[src/bam_pkg.sv]
`default_nettype none
package bam_pkg;

  localparam logic [16:0] FIXED_ONE = 17'd65536;

  typedef struct packed {
    logic [3:0]  arm_index;
    logic [16:0] reward;
  } item_t;

  typedef struct packed {
    logic [3:0]  best_arm;
    logic [16:0] updated_mean;
    logic [31:0] updated_count;
    logic [47:0] total_gain;
  } result_t;

  typedef logic [2:0] step_t;

  typedef enum logic [3:0] {
    OP_LOAD,
    OP_MUL,
    OP_DIV_INIT,
    OP_DIV_STEP,
    OP_WRITE,
    OP_SCAN_INIT,
    OP_SCAN,
    OP_EMIT
  } op_t;

  typedef enum logic [2:0] {
    C_NEVER,
    C_NO_ITEM,
    C_OUT_RANGE,
    C_DIV_BUSY,
    C_SCAN_BUSY,
    C_OUT_BUSY
  } cond_t;

  typedef struct packed {
    op_t   op;
    cond_t cond;
    step_t target;
  } uword_t;

  localparam step_t STEP_WAIT      = 3'd0;
  localparam step_t STEP_MUL       = 3'd1;
  localparam step_t STEP_DIV_INIT  = 3'd2;
  localparam step_t STEP_DIV       = 3'd3;
  localparam step_t STEP_WRITE     = 3'd4;
  localparam step_t STEP_SCAN_INIT = 3'd5;
  localparam step_t STEP_SCAN      = 3'd6;
  localparam step_t STEP_EMIT      = 3'd7;

  // control store; a step that does not jump falls to the next one
  function automatic uword_t ucode(input step_t s);
    uword_t w;
    unique case (s)
      STEP_WAIT:      w = '{op: OP_LOAD,      cond: C_NO_ITEM,   target: STEP_WAIT};
      STEP_MUL:       w = '{op: OP_MUL,       cond: C_OUT_RANGE, target: STEP_SCAN_INIT};
      STEP_DIV_INIT:  w = '{op: OP_DIV_INIT,  cond: C_NEVER,     target: STEP_WAIT};
      STEP_DIV:       w = '{op: OP_DIV_STEP,  cond: C_DIV_BUSY,  target: STEP_DIV};
      STEP_WRITE:     w = '{op: OP_WRITE,     cond: C_NEVER,     target: STEP_WAIT};
      STEP_SCAN_INIT: w = '{op: OP_SCAN_INIT, cond: C_NEVER,     target: STEP_WAIT};
      STEP_SCAN:      w = '{op: OP_SCAN,      cond: C_SCAN_BUSY, target: STEP_SCAN};
      STEP_EMIT:      w = '{op: OP_EMIT,      cond: C_OUT_BUSY,  target: STEP_EMIT};
      default:        w = '{op: OP_LOAD,      cond: C_NO_ITEM,   target: STEP_WAIT};
    endcase
    return w;
  endfunction

endpackage
`default_nettype wire

[src/bam_ram.sv]
`default_nettype none
module bam_ram #(
  parameter int WIDTH = 8,
  parameter int DEPTH = 16
) (
  input  wire logic                     clk,
  input  wire logic                     we,
  input  wire logic [$clog2(DEPTH)-1:0] waddr,
  input  wire logic [WIDTH-1:0]         wdata,
  input  wire logic [$clog2(DEPTH)-1:0] raddr,
  output logic      [WIDTH-1:0]         rdata
);

  logic [WIDTH-1:0] mem [DEPTH];

  always_ff @(posedge clk) begin
    if (we) begin
      mem[waddr] <= wdata;
    end
    rdata <= mem[raddr];
  end

endmodule
`default_nettype wire

[src/bandit_arm_mean_tracker.sv]
// channel | fields                                          | handshake
// item    | arm_index, reward                               | item_valid / item_stall
// result  | best_arm, updated_mean, updated_count, total_gain | result_valid / result_stall
//
// Each item runs a 17-step restoring divide (skipped for an out-of-range arm)
// and a scan of every arm through the single read port of the arm table.
// The result register frees the sequencer, so the next item is taken while a
// result is still stalled; a stalled result holds the sequencer at its last step.
// Reset clears the per-arm valid bits, the total, the step, rd_valid and result_valid;
// an arm whose valid bit is clear reads as mean and count zero.
`default_nettype none
module bandit_arm_mean_tracker
  import bam_pkg::*;
#(
  parameter int NUM_ARMS = 16
) (
  input  wire logic    clk,
  input  wire logic    rst,
  input  wire logic    item_valid,
  output logic         item_stall,
  input  wire item_t   item,
  output logic         result_valid,
  input  wire logic    result_stall,
  output result_t      result
);

  localparam int AW = $clog2(NUM_ARMS);
  localparam logic [AW-1:0] LAST = AW'(NUM_ARMS - 1);

  step_t  step;
  step_t  step_next;
  uword_t uw;

  logic [AW-1:0]      arm_addr;
  logic               in_range;
  logic [16:0]        rwd;
  logic [31:0]        count_cur;
  logic [49:0]        num;
  logic [32:0]        dvs;
  logic [32:0]        rem;
  logic [16:0]        low;
  logic [4:0]         div_cnt;
  logic [47:0]        total;
  logic [16:0]        new_mean;
  logic [31:0]        new_count;
  logic [AW-1:0]      scan_idx;
  logic [AW-1:0]      best_idx;
  logic [16:0]        best_mean;
  logic [(1<<AW)-1:0] valid;
  logic               rd_valid;

  logic [AW-1:0] raddr;
  logic          we;
  logic [48:0]   rdata;
  logic [16:0]   mean_eff;
  logic [31:0]   count_eff;
  logic [48:0]   prod;
  logic [33:0]   trial;
  logic          qbit;
  logic [48:0]   tsum;
  logic [31:0]   count_sat;
  logic          jump;
  logic          take;

  logic [AW+3:0] arm_wide;
  logic [AW-1:0] item_addr;
  logic [AW+3:0] best_wide;

  assign uw         = ucode(step);
  assign item_stall = (step != STEP_WAIT);
  assign take       = item_valid && !item_stall;

  assign arm_wide  = {{AW{1'b0}}, item.arm_index};
  assign item_addr = arm_wide[AW-1:0];
  assign best_wide = {4'b0000, best_idx};

  assign mean_eff  = rd_valid ? rdata[48:32] : 17'd0;
  assign count_eff = rd_valid ? rdata[31:0] : 32'd0;
  assign prod      = mean_eff * count_eff;
  assign trial     = {rem, low[16]};
  assign qbit      = (trial >= {1'b0, dvs});
  assign tsum      = {1'b0, total} + {32'd0, rwd};
  assign count_sat = (count_cur == '1) ? count_cur : count_cur + 32'd1;
  assign we        = (uw.op == OP_WRITE);

  always_comb begin
    unique case (uw.op)
      OP_LOAD:      raddr = item_addr;
      OP_SCAN_INIT: raddr = '0;
      OP_SCAN:      raddr = scan_idx + AW'(1);
      default:      raddr = arm_addr;
    endcase
  end

  always_comb begin
    unique case (uw.cond)
      C_NEVER:     jump = 1'b0;
      C_NO_ITEM:   jump = !item_valid;
      C_OUT_RANGE: jump = !in_range;
      C_DIV_BUSY:  jump = (div_cnt != 5'd0);
      C_SCAN_BUSY: jump = (scan_idx != LAST);
      C_OUT_BUSY:  jump = result_valid && result_stall;
      default:     jump = 1'b0;
    endcase
    step_next = jump ? uw.target : step + 3'd1;
  end

  bam_ram #(
    .WIDTH(49),
    .DEPTH(NUM_ARMS)
  ) u_arms (
    .clk  (clk),
    .we   (we),
    .waddr(arm_addr),
    .wdata({low, count_sat}),
    .raddr(raddr),
    .rdata(rdata)
  );

  always_ff @(posedge clk) begin
    if (rst) begin
      step         <= STEP_WAIT;
      valid        <= '0;
      total        <= '0;
      rd_valid     <= 1'b0;
      result_valid <= 1'b0;
    end else begin
      step     <= step_next;
      rd_valid <= valid[raddr];
      if (we) begin
        valid[arm_addr] <= 1'b1;
        total <= tsum[48] ? '1 : tsum[47:0];
      end
      if (uw.op == OP_EMIT && !jump) begin
        result_valid <= 1'b1;
      end else if (!result_stall) begin
        result_valid <= 1'b0;
      end
    end
  end

  always_ff @(posedge clk) begin
    case (uw.op)
      OP_LOAD: begin
        if (take) begin
          arm_addr  <= item_addr;
          in_range  <= (arm_wide < (AW+4)'(NUM_ARMS));
          rwd       <= (item.reward > FIXED_ONE) ? FIXED_ONE : item.reward;
          new_mean  <= '0;
          new_count <= '0;
        end
      end
      OP_MUL: begin
        num       <= {1'b0, prod} + {33'd0, rwd};
        dvs       <= {1'b0, count_eff} + 33'd1;
        count_cur <= count_eff;
      end
      OP_DIV_INIT: begin
        rem     <= num[49:17];
        low     <= num[16:0];
        div_cnt <= 5'd16;
      end
      OP_DIV_STEP: begin
        rem     <= qbit ? 33'(trial - {1'b0, dvs}) : trial[32:0];
        low     <= {low[15:0], qbit};
        div_cnt <= div_cnt - 5'd1;
      end
      OP_WRITE: begin
        new_mean  <= low;
        new_count <= count_sat;
      end
      OP_SCAN_INIT: begin
        scan_idx <= '0;
      end
      OP_SCAN: begin
        scan_idx <= scan_idx + AW'(1);
        if (scan_idx == '0 || mean_eff > best_mean) begin
          best_mean <= mean_eff;
          best_idx  <= scan_idx;
        end
      end
      OP_EMIT: begin
        if (!jump) begin
          result.best_arm      <= best_wide[3:0];
          result.updated_mean  <= new_mean;
          result.updated_count <= new_count;
          result.total_gain    <= total;
        end
      end
      default: begin
      end
    endcase
  end

endmodule
`default_nettype wire

[config.mk]
export PLATFORM = sky130hd
export DESIGN_NAME = bandit_arm_mean_tracker
export DESIGN_NICKNAME = d
export VERILOG_FILES = /design/src/bam_pkg.sv /design/src/bam_ram.sv /design/src/bandit_arm_mean_tracker.sv
export SDC_FILE = /design/constraint.sdc
export NUM_CORES = 2
export LEC_CHECK = 0
export BUFFER_PORTS_ARGS = -buffer_cell sky130_fd_sc_hd__buf_2
export CORE_ASPECT_RATIO = 1.2
export CORE_MARGIN = 2
export CORE_UTILIZATION = 24
export DETAILED_ROUTE_END_ITERATION = 10
export PLACE_DENSITY = 0.36
export SETUP_SLACK_MARGIN = 0.1
export SLEW_MARGIN = 15
export SYNTH_ARGS = -nofsm -noshare
export SYNTH_HDL_FRONTEND = slang
export SYNTH_HIERARCHICAL = 1
export SYNTH_SLANG_ARGS = --single-unit
[constraint.sdc]
create_clock -name clk -period 13.04 [get_ports clk]
set_input_delay 0.652 -clock clk [delete_from_list [all_inputs] [get_ports clk]]
set_output_delay 0.652 -clock clk [all_outputs]
set_load 0.01 [all_outputs]
==> run_results.csv <==
group,metric,value,unit
outcome,status,"finished clean",
synthesis,syn_inst,5235,
synthesis,async_flop_share,0,%
hold_path,min_to,"arm_addr[1]",
routing,met3_length,8.31,mm
placement,dp_hpwl,149,mm
routing,drcViolationCount,0,
die,fp.dieArea,294000,um^2
die,initial_core_util,24.1,%
timing,fin_crit,8.48,ns
worst_setup_path,r2r-start,"rd_valid",
finish,fin_nets,6075,
routing,wl_met1,103,mm
worst_setup_path,cp.depth,22,
routing,routed.top_layer,"met4",
synthesis,syn_area,69600,um^2
worst_setup_path,cpMostUsedCell,"fa_1",
clock_network,hold_buffers,3,
finish,area_growth,14.9,%
hold_path,min_path_type,"input pin to flop",
worst_setup_path,path_delay_family,"adder cells",
timing,setup_viol,0,
global_route,antenna_found_initial,18,
global_route,grt_pass1_vias,45200,
die,io_pins,128,
worst_setup_path,worst-r2r-cell-count,22,
global_route,grt-ovfl-total,0,
die,die_h,594,um
clock_network,post_cts_buffers,0,
worst_setup_path,cp_num_buf_inv,6,
clock_network,clock_path_buffers,4,
pwr,p_leak,30.7,nW
synthesis,seq_area_frac_synth,53.3,%
synthesis,avgSynthCellArea,13.3,um^2
worst_setup_path,rr_endpoint,"num[41]",
die,die_w,496,um
clock_network,cts_tree,"done",
timing,rsz0062_at_grt,"false",
timing,final.setup.tns,0,ns
routing,wl_per_cell,24.5,um
worst_setup_path,crit_type,"flop to flop",
worst_setup_path,required,13.56,ns
routing,num_vias,42200,
synthesis,synth_edf_count,1150,
clock_network,clock-sinks,1277,
pwr,power.density,267,nW/um^2
timing,skew,0.0519,ns
clock_network,cts_root_buffer,"clkbuf_16",
global_route,grt_pass1_wl,330,mm
clock_network,htreeDepth,4,
worst_setup_path,cp_cell_sequence,"buf_4, buf_4, nand2_1, inv_1, nand2_1, fa_1, fa_1, inv_1, fa_1, fa_1, inv_1, fa_1, fa_1, inv_1, ha_1, a21oi_1, o21ai_0, a221oi_1, o31ai_1, o21ai_0, nor3b_1, xnor2_1",
timing,relSlewSlack,16.3,%
timing,timing.fmax,118,MHz
clock_network,clkLatencyLatePin,0.82,ns
synthesis,ys_warn_count,6,
worst_setup_path,cp.arrival,9.01,ns
global_route,track_usage,15.3,%
placement,place.gp.congestion,0.810,
routing,wirelength,227,mm
global_route,grt_max_degree,100,
synthesis,synth_ff_type,"edfxtp_1",
placement,io_buffers,127,
finish,drive_above_1_share,13.7,%
timing,finalCritPeriodShare,65.0,%
job,max_cap_violations,0,
worst_setup_path,end_kind,"flop",
worst_setup_path,startpoint_type,"flop",
worst_setup_path,cpMaxStageDelayCell,"dfxtp_4",
synthesis,syn-num-nets,5945,
routing,routed-wl-met2,112,mm
timing,worst_slew_pin_slew,1.25,ns
routing,dr.pass1.iters,5,
clock_network,ctsResizeCount,0,
die,core_area,288000,um^2
hold_path,holdPathStages,1,
routing,drt_iter0_drc,3072,
routing,ant_nets,0,
clock_network,cts_buffers,157,
worst_setup_path,critPathMaxFanout,99,
timing,hold_viol_final,0,
synthesis,ys_ff_latch,1277,
finish,design_area,79900,um^2
synthesis,ys_types,92,
worst_setup_path,slowest_delay,0.88,ns
pwr,peakVddDrop,0.000164,V
worst_setup_path,reg2reg_slack,4.56,ns
clock_network,clk_pin_slew,0.06,ns
routing,via_per_inst,4.54,
timing,slew_viol_final,0,
die,placementRows,216,
placement,placed_cell_area,75000,um^2
hold_path,hp-start,"item[18]",
-- synth_stat cells (all sizes together), types with 11 or more instances --
master	number	area, um^2
o21a	14	105
mux2i	11	110
or2	11	68.8
a21o	46	345
a211oi	41	313
a31oi	39	250
buf	49	334
and4	18	158
or3	15	93.8
a22oi	100	751
nand2	570	2140
and3	283	1770
nor3	54	303
a21oi	154	774
mux4	196	4410
dfxtp	127	2540
nor2b	35	219
edfxtp	1150	34500
o211ai	18	140
inv	610	2290
xor2	51	447
nor2	173	652
nand3	99	495
nand2b	19	119
nor4	12	103
xnor2	101	885
and2	92	577
fa	469	9390
nand4	36	231
clkbuf	238	897
ha	216	2700
o21ai	77	397
-- cells by family (layout without fill, tap and decap cells) --
family                   Yosys count  in the layout  synth area share (%)
multiplexers                     216            216                  6.65
XOR/XNOR                         152            152                  1.91
adder cells (fa/ha/maj)          685            685                  17.4
other                              0              5                     0
buffers and inverters            898           1142                  5.07
AND/OR/NAND/NOR                 1440           1440                  10.2
AO/OA/AOI/OAI                    567            567                  5.48
flip-flops                      1277           1277                  53.3
-- state kept, by name, indices dropped and copies added, names as in the netlist, 32 cells and up --
register	count
new_count	32
u_arms/mem	784
total	48
dvs	33
result	101
rem	33
count_cur	32
num	50
u_arms/rdata	49
-- per-layer routing --
layer  global-route usage, %  up-vias
met4                    3.52        0
met3                    1.80      260
met2                    26.0      781
met5                       0        -
li1                        -    18800
met1                    20.8    22400
-- worst max-delay path by stage --
| stage | startpoint | to | slack, ns |
|---|---|---|---|
| global route | rd_valid | num[41] | 4.06 |
| finish | rd_valid | num[41] | 4.56 |
| floorplan | item_valid | result[0] | 4.40 |
| detailed placement | rd_valid | num[41] | 4.64 |
| global placement | rd_valid | num[41] | 4.75 |
| CTS | rd_valid | num[41] | 4.57 |
-- per-stage QoR --
stage | setup slack (ns) | std cells | hold slack, ns | utilization [%] | power, mW
floorplan | 4.40 | 5235 | 0.400 | - | 13.3
global placement | 4.75 | 9018 | 0.407 | 26.0 | 17.3
detailed placement | 4.64 | 9018 | 0.405 | 26.0 | 17.3
CTS | 4.57 | 9294 | 0.00280 | 27.7 | 21.7
global route | 4.06 | 9295 | 0.0273 | 27.7 | 22.9
finish | 4.56 | 9299 | 0.0756 | 27.7 | 21.3
-- layout make-up --
class                   count  area, um^2
clock buffers             199        4210
inverters                 611        2310
well taps                3815        4770
clock inverters            74         688
multi-input cells        3060       29200
repair buffers            258        1640
flip-flops and latches   1277       37100
diodes                      5        12.5
fillers                 29500      208000
-- power by group --
part           internal [mW]  total (mW)  switching (mW)
clock                   2.51        4.27            1.76
combinational           3.90        10.9            7.00
sequential              5.60        6.16           0.561
total                   12.0        21.3            9.32
-- layout by cell type (no fill, tap or decap), types with 14 or more instances in the layout --
cell type / instances
edfxtp_1: 1150
inv_1: 607
nand2_1: 570
fa_1: 469
and3_1: 283
ha_1: 216
mux4_2: 196
clkbuf_16: 160
nor2_1: 157
a21oi_1: 153
buf_2: 127
buf_4: 127
dfxtp_1: 121
a22oi_1: 100
nand3_1: 98
xnor2_1: 98
and2_1: 88
o21ai_0: 73
xor2_1: 47
a21o_1: 46
nor3_1: 45
a211oi_1: 39
a31oi_1: 38
nand4_1: 35
clkinv_1: 33
clkbuf_1: 33
nor2b_1: 32
clkinv_2: 20
nand2b_1: 19
and4_1: 18
o211ai_1: 17
or3_1: 15
nor2_4: 15
o21a_1: 14
No activity file was read; power rests on OpenSTA's default activity.
